**config.mk**
```make
export PLATFORM = sky130hd
export DESIGN_NAME = line_rasterizer_additive
export DESIGN_NICKNAME = d
export VERILOG_FILES = /design/src/hdl/lra_pkg.sv /design/src/hdl/line_rasterizer_additive.sv /design/src/hdl/lra_scale.sv /design/src/hdl/lra_core.sv
export SDC_FILE = /design/constraint.sdc
export NUM_CORES = 1
export LEC_CHECK = 0
export ABC_CLOCK_PERIOD_IN_PS = 19250
export BUFFER_PORTS_ARGS = -buffer_cell sky130_fd_sc_hd__buf_2
export CAP_MARGIN = 10
export CORE_UTILIZATION = 50
export DETAILED_ROUTE_END_ITERATION = 7
export PLACE_DENSITY = 0.68
export SYNTH_ARGS = -nofsm -noshare
export SYNTH_HDL_FRONTEND = slang
export SYNTH_SLANG_ARGS = --single-unit
```
**constraint.sdc**
```tcl
create_clock -name clk -period 19.25 [get_ports clk]
set_clock_uncertainty 0.2 [all_clocks]
set_input_delay 4.8125 -clock clk [delete_from_list [all_inputs] [get_ports clk]]
set_output_delay 4.8125 -clock clk [all_outputs]
set_load 0.005 [all_outputs]
```
**src/hdl/lra_pkg.sv**
```systemverilog
package lra_pkg;

	localparam int CHAN_BITS = 8;
	localparam int STR_BITS  = 10;
	localparam int CFG_BITS  = 13;
	localparam int APB_BITS  = 32;
	localparam int ADDR_BITS = 3;

	localparam logic [STR_BITS-1:0] STR_MAX      = 10'd255;
	localparam logic [CFG_BITS-1:0] WIDTH_RESET  = 13'd640;
	localparam logic [CFG_BITS-1:0] HEIGHT_RESET = 13'd480;

	localparam logic KIND_START   = 1'b0;
	localparam logic KIND_ADVANCE = 1'b1;

	// register select is paddr[2]
	localparam logic REG_FRAME_WIDTH  = 1'b0;
	localparam logic REG_FRAME_HEIGHT = 1'b1;

	typedef struct packed {
		logic [CHAN_BITS-1:0] red;
		logic [CHAN_BITS-1:0] green;
		logic [CHAN_BITS-1:0] blue;
	} rgb_t;

	// exact floor(p / 255) for any 16-bit p below 65280, so for every 8x8 product
	function automatic logic [CHAN_BITS-1:0] div255(input logic [2*CHAN_BITS-1:0] p);
		logic [2*CHAN_BITS:0] t;
		t = {1'b0, p} + 17'(p[2*CHAN_BITS-1:CHAN_BITS]) + 17'd1;
		return t[2*CHAN_BITS-1:CHAN_BITS];
	endfunction

endpackage

```
**src/hdl/line_rasterizer_additive.sv**
```systemverilog
// channel   dir  handshake         payload
// s_*       in   s_tvalid/s_tready kind in tuser; endpoints, color, strength in tdata
// m_*       out  m_tvalid/m_tready pixel in tdata; end point in tlast
// apb       in   psel/penable      frame_width at 0x0, frame_height at 0x4
// One request per clock unless m_tready stalls; each passes input, then output register.
// Each advance makes one Bresenham step, each start emits its start point, in a single pass
// between the input register and the output register; the 8x8 color scaling runs alongside.
// m_tready low stalls the output register; the input register then fills
// and s_tready drops. Reset clears both valid flags and the busy flag.
module line_rasterizer_additive #(
	parameter int COORD_BITS = 16
) (
	input  logic                                clk,
	input  logic                                arst_n,
	input  logic                                s_tvalid,
	output logic                                s_tready,
	// start_x, start_y, finish_x, finish_y, blue_in, green_in, red_in, strength, zero pad
	input  logic [((4*COORD_BITS+34+7)/8)*8-1:0] s_tdata,
	// kind
	input  logic                                s_tuser,
	output logic                                m_tvalid,
	input  logic                                m_tready,
	// pixel_x, pixel_y, in-frame flag, blue addend, green addend, red addend, zero pad
	output logic [((2*COORD_BITS+25+7)/8)*8-1:0] m_tdata,
	// last_pixel
	output logic                                m_tlast,
	input  logic                                psel,
	input  logic                                penable,
	input  logic                                pwrite,
	input  logic [lra_pkg::ADDR_BITS-1:0]       paddr,
	input  logic [lra_pkg::APB_BITS-1:0]        pwdata,
	output logic [lra_pkg::APB_BITS-1:0]        prdata,
	output logic                                pready
);
	import lra_pkg::*;

	localparam int CB       = COORD_BITS;
	localparam int OUT_BITS = ((2*COORD_BITS+25+7)/8)*8;
	localparam int SX0 = 0;
	localparam int SY0 = CB;
	localparam int FX0 = 2*CB;
	localparam int FY0 = 3*CB;
	localparam int B0  = 4*CB;
	localparam int G0  = 4*CB + 8;
	localparam int R0  = 4*CB + 16;
	localparam int S0  = 4*CB + 24;

	logic [CFG_BITS-1:0] width_q, height_q;

	logic                s1_valid;
	logic                kind_s1;
	logic [CB-1:0]       sx_s1, sy_s1, fx_s1, fy_s1;
	rgb_t                color_s1;
	logic [STR_BITS-1:0] str_s1;

	logic                m_valid_s2;
	logic [CB-1:0]       x_s2, y_s2;
	logic                inside_s2, last_s2;
	rgb_t                add_s2;

	logic    out_free, take;
	rgb_t    addend_in, addend_out;
	logic    res_valid, in_frame, last;
	logic [CB-1:0] pix_x, pix_y;

	assign pready   = 1'b1;
	assign out_free = !m_valid_s2 || m_tready;
	assign take     = s1_valid && out_free;
	assign s_tready = !s1_valid || take;

	always_ff @(posedge clk or negedge arst_n) begin
		if (!arst_n) begin
			width_q  <= WIDTH_RESET;
			height_q <= HEIGHT_RESET;
		end else if (psel && penable && pwrite && pready) begin
			unique case (paddr[2])
				REG_FRAME_WIDTH:  width_q  <= pwdata[CFG_BITS-1:0];
				REG_FRAME_HEIGHT: height_q <= pwdata[CFG_BITS-1:0];
				default:          width_q  <= width_q;
			endcase
		end
	end

	always_comb begin
		unique case (paddr[2])
			REG_FRAME_WIDTH:  prdata = APB_BITS'(width_q);
			REG_FRAME_HEIGHT: prdata = APB_BITS'(height_q);
			default:          prdata = '0;
		endcase
	end

	always_ff @(posedge clk or negedge arst_n) begin
		if (!arst_n) begin
			s1_valid <= 1'b0;
		end else if (s_tready) begin
			s1_valid <= s_tvalid;
		end
	end

	always_ff @(posedge clk) begin
		if (s_tvalid && s_tready) begin
			kind_s1        <= s_tuser;
			sx_s1          <= s_tdata[SX0 +: CB];
			sy_s1          <= s_tdata[SY0 +: CB];
			fx_s1          <= s_tdata[FX0 +: CB];
			fy_s1          <= s_tdata[FY0 +: CB];
			color_s1.blue  <= s_tdata[B0 +: CHAN_BITS];
			color_s1.green <= s_tdata[G0 +: CHAN_BITS];
			color_s1.red   <= s_tdata[R0 +: CHAN_BITS];
			str_s1         <= s_tdata[S0 +: STR_BITS];
		end
	end

	lra_scale u_scale (
		.color    (color_s1),
		.strength (str_s1),
		.addend   (addend_in)
	);

	lra_core #(
		.COORD_BITS (COORD_BITS)
	) u_core (
		.clk          (clk),
		.arst_n       (arst_n),
		.take         (take),
		.kind         (kind_s1),
		.start_x      (sx_s1),
		.start_y      (sy_s1),
		.finish_x     (fx_s1),
		.finish_y     (fy_s1),
		.addend_in    (addend_in),
		.frame_width  (width_q),
		.frame_height (height_q),
		.res_valid    (res_valid),
		.pix_x        (pix_x),
		.pix_y        (pix_y),
		.in_frame     (in_frame),
		.addend_out   (addend_out),
		.last         (last)
	);

	always_ff @(posedge clk or negedge arst_n) begin
		if (!arst_n) begin
			m_valid_s2 <= 1'b0;
		end else if (take) begin
			m_valid_s2 <= res_valid;
		end else if (m_tready) begin
			m_valid_s2 <= 1'b0;
		end
	end

	always_ff @(posedge clk) begin
		if (take) begin
			x_s2      <= pix_x;
			y_s2      <= pix_y;
			inside_s2 <= in_frame;
			add_s2    <= addend_out;
			last_s2   <= last;
		end
	end

	assign m_tvalid = m_valid_s2;
	assign m_tdata  = OUT_BITS'({add_s2.red, add_s2.green, add_s2.blue, inside_s2, y_s2, x_s2});
	assign m_tlast  = last_s2;

endmodule

```
**src/hdl/lra_scale.sv**
```systemverilog
module lra_scale (
	input  lra_pkg::rgb_t                  color,
	input  logic [lra_pkg::STR_BITS-1:0]   strength,
	output lra_pkg::rgb_t                  addend
);
	import lra_pkg::*;

	logic [CHAN_BITS-1:0]   level;
	logic [2*CHAN_BITS-1:0] prod_b;
	logic [2*CHAN_BITS-1:0] prod_g;
	logic [2*CHAN_BITS-1:0] prod_r;

	always_comb begin
		level  = (strength > STR_MAX) ? STR_MAX[CHAN_BITS-1:0] : strength[CHAN_BITS-1:0];
		prod_b = color.blue * level;
		prod_g = color.green * level;
		prod_r = color.red * level;
		addend.blue  = div255(prod_b);
		addend.green = div255(prod_g);
		addend.red   = div255(prod_r);
	end

endmodule

```
**src/hdl/lra_core.sv**
```systemverilog
module lra_core #(
	parameter int COORD_BITS = 16
) (
	input  logic                          clk,
	input  logic                          arst_n,
	input  logic                          take,
	input  logic                          kind,
	input  logic [COORD_BITS-1:0]         start_x,
	input  logic [COORD_BITS-1:0]         start_y,
	input  logic [COORD_BITS-1:0]         finish_x,
	input  logic [COORD_BITS-1:0]         finish_y,
	input  lra_pkg::rgb_t                 addend_in,
	input  logic [lra_pkg::CFG_BITS-1:0]  frame_width,
	input  logic [lra_pkg::CFG_BITS-1:0]  frame_height,
	output logic                          res_valid,
	output logic [COORD_BITS-1:0]         pix_x,
	output logic [COORD_BITS-1:0]         pix_y,
	output logic                          in_frame,
	output lra_pkg::rgb_t                 addend_out,
	output logic                          last
);
	import lra_pkg::*;

	localparam int SW = COORD_BITS + 1;
	localparam int EW = COORD_BITS + 3;

	logic                  busy_q;
	logic [COORD_BITS-1:0] col_q, row_q, goal_col_q, goal_row_q;
	logic [SW-1:0]         span_x_q, span_y_q;
	logic                  dir_x_neg_q, dir_y_neg_q;
	logic [EW-1:0]         err_q;
	rgb_t                  addend_q;

	logic [SW-1:0]         dx, dy, sx_st, sy_st;
	logic                  dxn_st, dyn_st;
	logic [EW-1:0]         err_st;
	logic [EW:0]           twice, neg_sy, pos_sx;
	logic                  move_x, move_y;
	logic [EW-1:0]         err_stp;
	logic [COORD_BITS-1:0] col_stp, row_stp;
	logic [COORD_BITS-1:0] col_nx, row_nx, goal_col_nx, goal_row_nx;
	logic                  start;

	always_comb begin
		start = (kind == KIND_START);

		dx     = {finish_x[COORD_BITS-1], finish_x} - {start_x[COORD_BITS-1], start_x};
		dy     = {finish_y[COORD_BITS-1], finish_y} - {start_y[COORD_BITS-1], start_y};
		sx_st  = dx[SW-1] ? (~dx + SW'(1)) : dx;
		sy_st  = dy[SW-1] ? (~dy + SW'(1)) : dy;
		dxn_st = dx[SW-1] | (dx == '0);
		dyn_st = dy[SW-1] | (dy == '0);
		err_st = {2'b00, sx_st} - {2'b00, sy_st};

		twice  = {err_q, 1'b0};
		neg_sy = ~{3'b000, span_y_q} + (EW+1)'(1);
		pos_sx = {3'b000, span_x_q};
		move_x = $signed(twice) > $signed(neg_sy);
		move_y = $signed(twice) < $signed(pos_sx);
		err_stp = err_q - (move_x ? {2'b00, span_y_q} : '0)
		                + (move_y ? {2'b00, span_x_q} : '0);
		col_stp = move_x ? (col_q + (dir_x_neg_q ? '1 : COORD_BITS'(1))) : col_q;
		row_stp = move_y ? (row_q + (dir_y_neg_q ? '1 : COORD_BITS'(1))) : row_q;

		col_nx      = start ? start_x  : col_stp;
		row_nx      = start ? start_y  : row_stp;
		goal_col_nx = start ? finish_x : goal_col_q;
		goal_row_nx = start ? finish_y : goal_row_q;

		last       = (col_nx == goal_col_nx) && (row_nx == goal_row_nx);
		res_valid  = start || busy_q;
		pix_x      = col_nx;
		pix_y      = row_nx;
		addend_out = start ? addend_in : addend_q;
		in_frame   = !col_nx[COORD_BITS-1] && !row_nx[COORD_BITS-1]
		          && ({{CFG_BITS{1'b0}}, col_nx} < {{COORD_BITS{1'b0}}, frame_width})
		          && ({{CFG_BITS{1'b0}}, row_nx} < {{COORD_BITS{1'b0}}, frame_height});
	end

	always_ff @(posedge clk or negedge arst_n) begin
		if (!arst_n) begin
			busy_q <= 1'b0;
		end else if (take && res_valid) begin
			busy_q <= !last;
		end
	end

	always_ff @(posedge clk) begin
		if (take && start) begin
			col_q       <= start_x;
			row_q       <= start_y;
			goal_col_q  <= finish_x;
			goal_row_q  <= finish_y;
			span_x_q    <= sx_st;
			span_y_q    <= sy_st;
			dir_x_neg_q <= dxn_st;
			dir_y_neg_q <= dyn_st;
			err_q       <= err_st;
			addend_q    <= addend_in;
		end else if (take && busy_q) begin
			col_q <= col_stp;
			row_q <= row_stp;
			err_q <= err_stp;
		end
	end

endmodule
```
==> metrics <==
status completed; slew margin rel. 0.272; Synth cell types 91; commonest cells in the netlist 329 x inv_1, 300 x edfxtp_1, 284 x ha_1; FF-to-FF End u_core.err_q[15]$_DFFE_PP_; CP Depth 4; TritonRoute pass-1 iters 5; Initial Util 0.508; hpwl dp 56,300 µm; clk sinks 329; Worst Path Required 14.24 ns; Synth top area share 0.322; RR Startpoint u_core.span_y_q[3]$_DFFE_PP_; Vias 21,500; area leader, netlist edfxtp_1; Area Overhead vs Synth 10.8%; Post-CTS Setup Inserts 0; vias in the first global route 21,200; All-Layer GR Usage 0.258; first-pass GRT wire length 114,000 µm; DRT antenna net count 0; Area contributors post-synth edfxtp_1 32%, ha_1 13%, fa_1 9.3%, xnor2_1 4.8%, inv_1 4.4%; CTS buffer count 40; initial antenna violation count 5; num rows 86; buffers and inverters on the worst path 2; final setup vio count 0; critical path peak fanout 28; largest net degree at the start of global routing 68; NumNets Final 3,550; total core area 0.0552 mm²; Slowest-stage cell, CP buf_2; Post-synth EDFFs 300; layout cells sized above 1 0.119; drt total wl 73,900 µm; Synth Area per Inst 9.98 µm²; CP cell instances buf_2, nand2_1, o21ai_0, buf_2; yosys warns 0; FMAX 0.0950 GHz; Vias/cell 5.69; clock latency on the worst-skew pair 0.60 ns; Cell Area, Synth 0.0280 mm²; Synth async-reset ratio 0.0881; R2R depth 28; WP data arrival 5.51 ns; Critical Path Start Type primary input; Setup crit start paddr[2]; Syn Inst Count 2,807; critical path class primary input to primary output; Max Transition Viols Final 0; gpl congestion 0.958; Yosys reg bits 329; min-delay worst type flop to flop; actual slew at the worst max-slew pin 1.08 ns; CP top delay family buffers and inverters; reg2reg setup slack 9.97 ns; IO buf count 192; RSZ-0062 raised after global routing false; placed insts 3,695; final hold violations 0; WL/cell 19.6 µm; Die Y 239 µm; hold buffer count at CTS 0; DRC 0; Finished Layout Cells 3,772; Top FF cell, synth edfxtp_1; Worst Setup EP prdata[4]; Die ar. 0.0570 mm²; register area share after synthesis 0.348; final core utilization 0.563; CTS tree yes; Die X-Extent 239 µm; crit end category primary output; Critical Path Most Common Cell buf_2; DRT iter0 DRCs 1,693; clock-pin slew on the worst setup and hold paths 0.06 ns; min cycle time layout 10.53 ns; final setup TNS 0 ns; grt ovf 0; CTS root buf clkbuf_16; Ports 247; htree depth 2; Max-Cap Viols 0; Final period util 0.547; post-CTS sizing 0; clk buf depth 3; count leader, synth inv_1; CP peak stage delay 0.34 ns
[registers in the layout, indices dropped and copies added, names as in the netlist, 17 cells and up]
signal           count
color_s1            24
m_tdata             24
u_core.addend_q     24
u_core.err_q        19
u_core.span_x_q     17
u_core.span_y_q     17
[metal layers]
metal  GRT usage  up-vias  part of all wire
li1            -    10100                 -
met1       0.325    10500              0.41
met5           0        -           0.00031
met3      0.0410      140             0.063
met2       0.443      736              0.49
met4      0.0997        4             0.037
[logic make-up (layout without fill, tap and decap cells)]
kind of cell	count (synthesis)	count (layout)	synth area share
buffers and inverters	420	609	0.0605
flip-flops	329	329	0.348
multiplexers	69	69	0.0269
AND/OR/NAND/NOR	827	827	0.152
adder cells (fa/ha/maj)	416	416	0.220
XOR/XNOR	245	245	0.0776
other	2	30	0.000268
AO/OA/AOI/OAI	499	499	0.115
[area by class of cell]
cell class	instances	area (µm²)
diodes	3	7.51
clock buffers	45	1040
clock inverters	29	339
fillers	4812	24100
inverters	331	1240
multi-input cells	2083	16700
flip-flops and latches	329	9740
well taps	748	936
repair buffers	204	1050
[stage by stage]
stage | cell area, µm² | worst slack (ns) | hold slack, ns
after floorplan | 28100 | 8.75 | 0.254
after global placement | 29700 | 8.76 | 0.286
after detailed placement | 29700 | 8.75 | 0.293
after CTS | 31000 | 8.74 | 0.301
after global routing | 31100 | 8.65 | 0.307
final | 31100 | 8.72 | 0.297
[how the worst min path moves through the flow]
stage                         startpoint                         endpoint  cells after the start
5_1_grt              fy_s1[14]$_DFFE_PP_  u_core.goal_row_q[14]$_DFFE_PP_                      0
2_1_floorplan        fx_s1[10]$_DFFE_PP_  u_core.goal_col_q[10]$_DFFE_PP_                      0
3_5_place_dp   u_core.busy_q$_DFFE_PN0P_        u_core.busy_q$_DFFE_PN0P_                      1
3_3_place_gp   u_core.busy_q$_DFFE_PN0P_        u_core.busy_q$_DFFE_PN0P_                      1
4_1_cts              fy_s1[15]$_DFFE_PP_  u_core.goal_row_q[15]$_DFFE_PP_                      0
6_report             fy_s1[14]$_DFFE_PP_  u_core.goal_row_q[14]$_DFFE_PP_                      0
[cells in the final DEF (no fill, tap or decap), types with 51 or more instances in the layout]
cell type,count
inv_1,327
edfxtp_1,300
ha_1,284
buf_2,192
nand2_1,185
nor2_1,168
and2_1,159
a21oi_1,157
xnor2_1,153
fa_1,130
o21ai_0,102
xor2_1,90
nor3_1,56
nand3_1,54
mux2_2,51
Power is not shown: default switching activity piles up to over one toggle a cycle in this logic, so the estimate is an artifact.
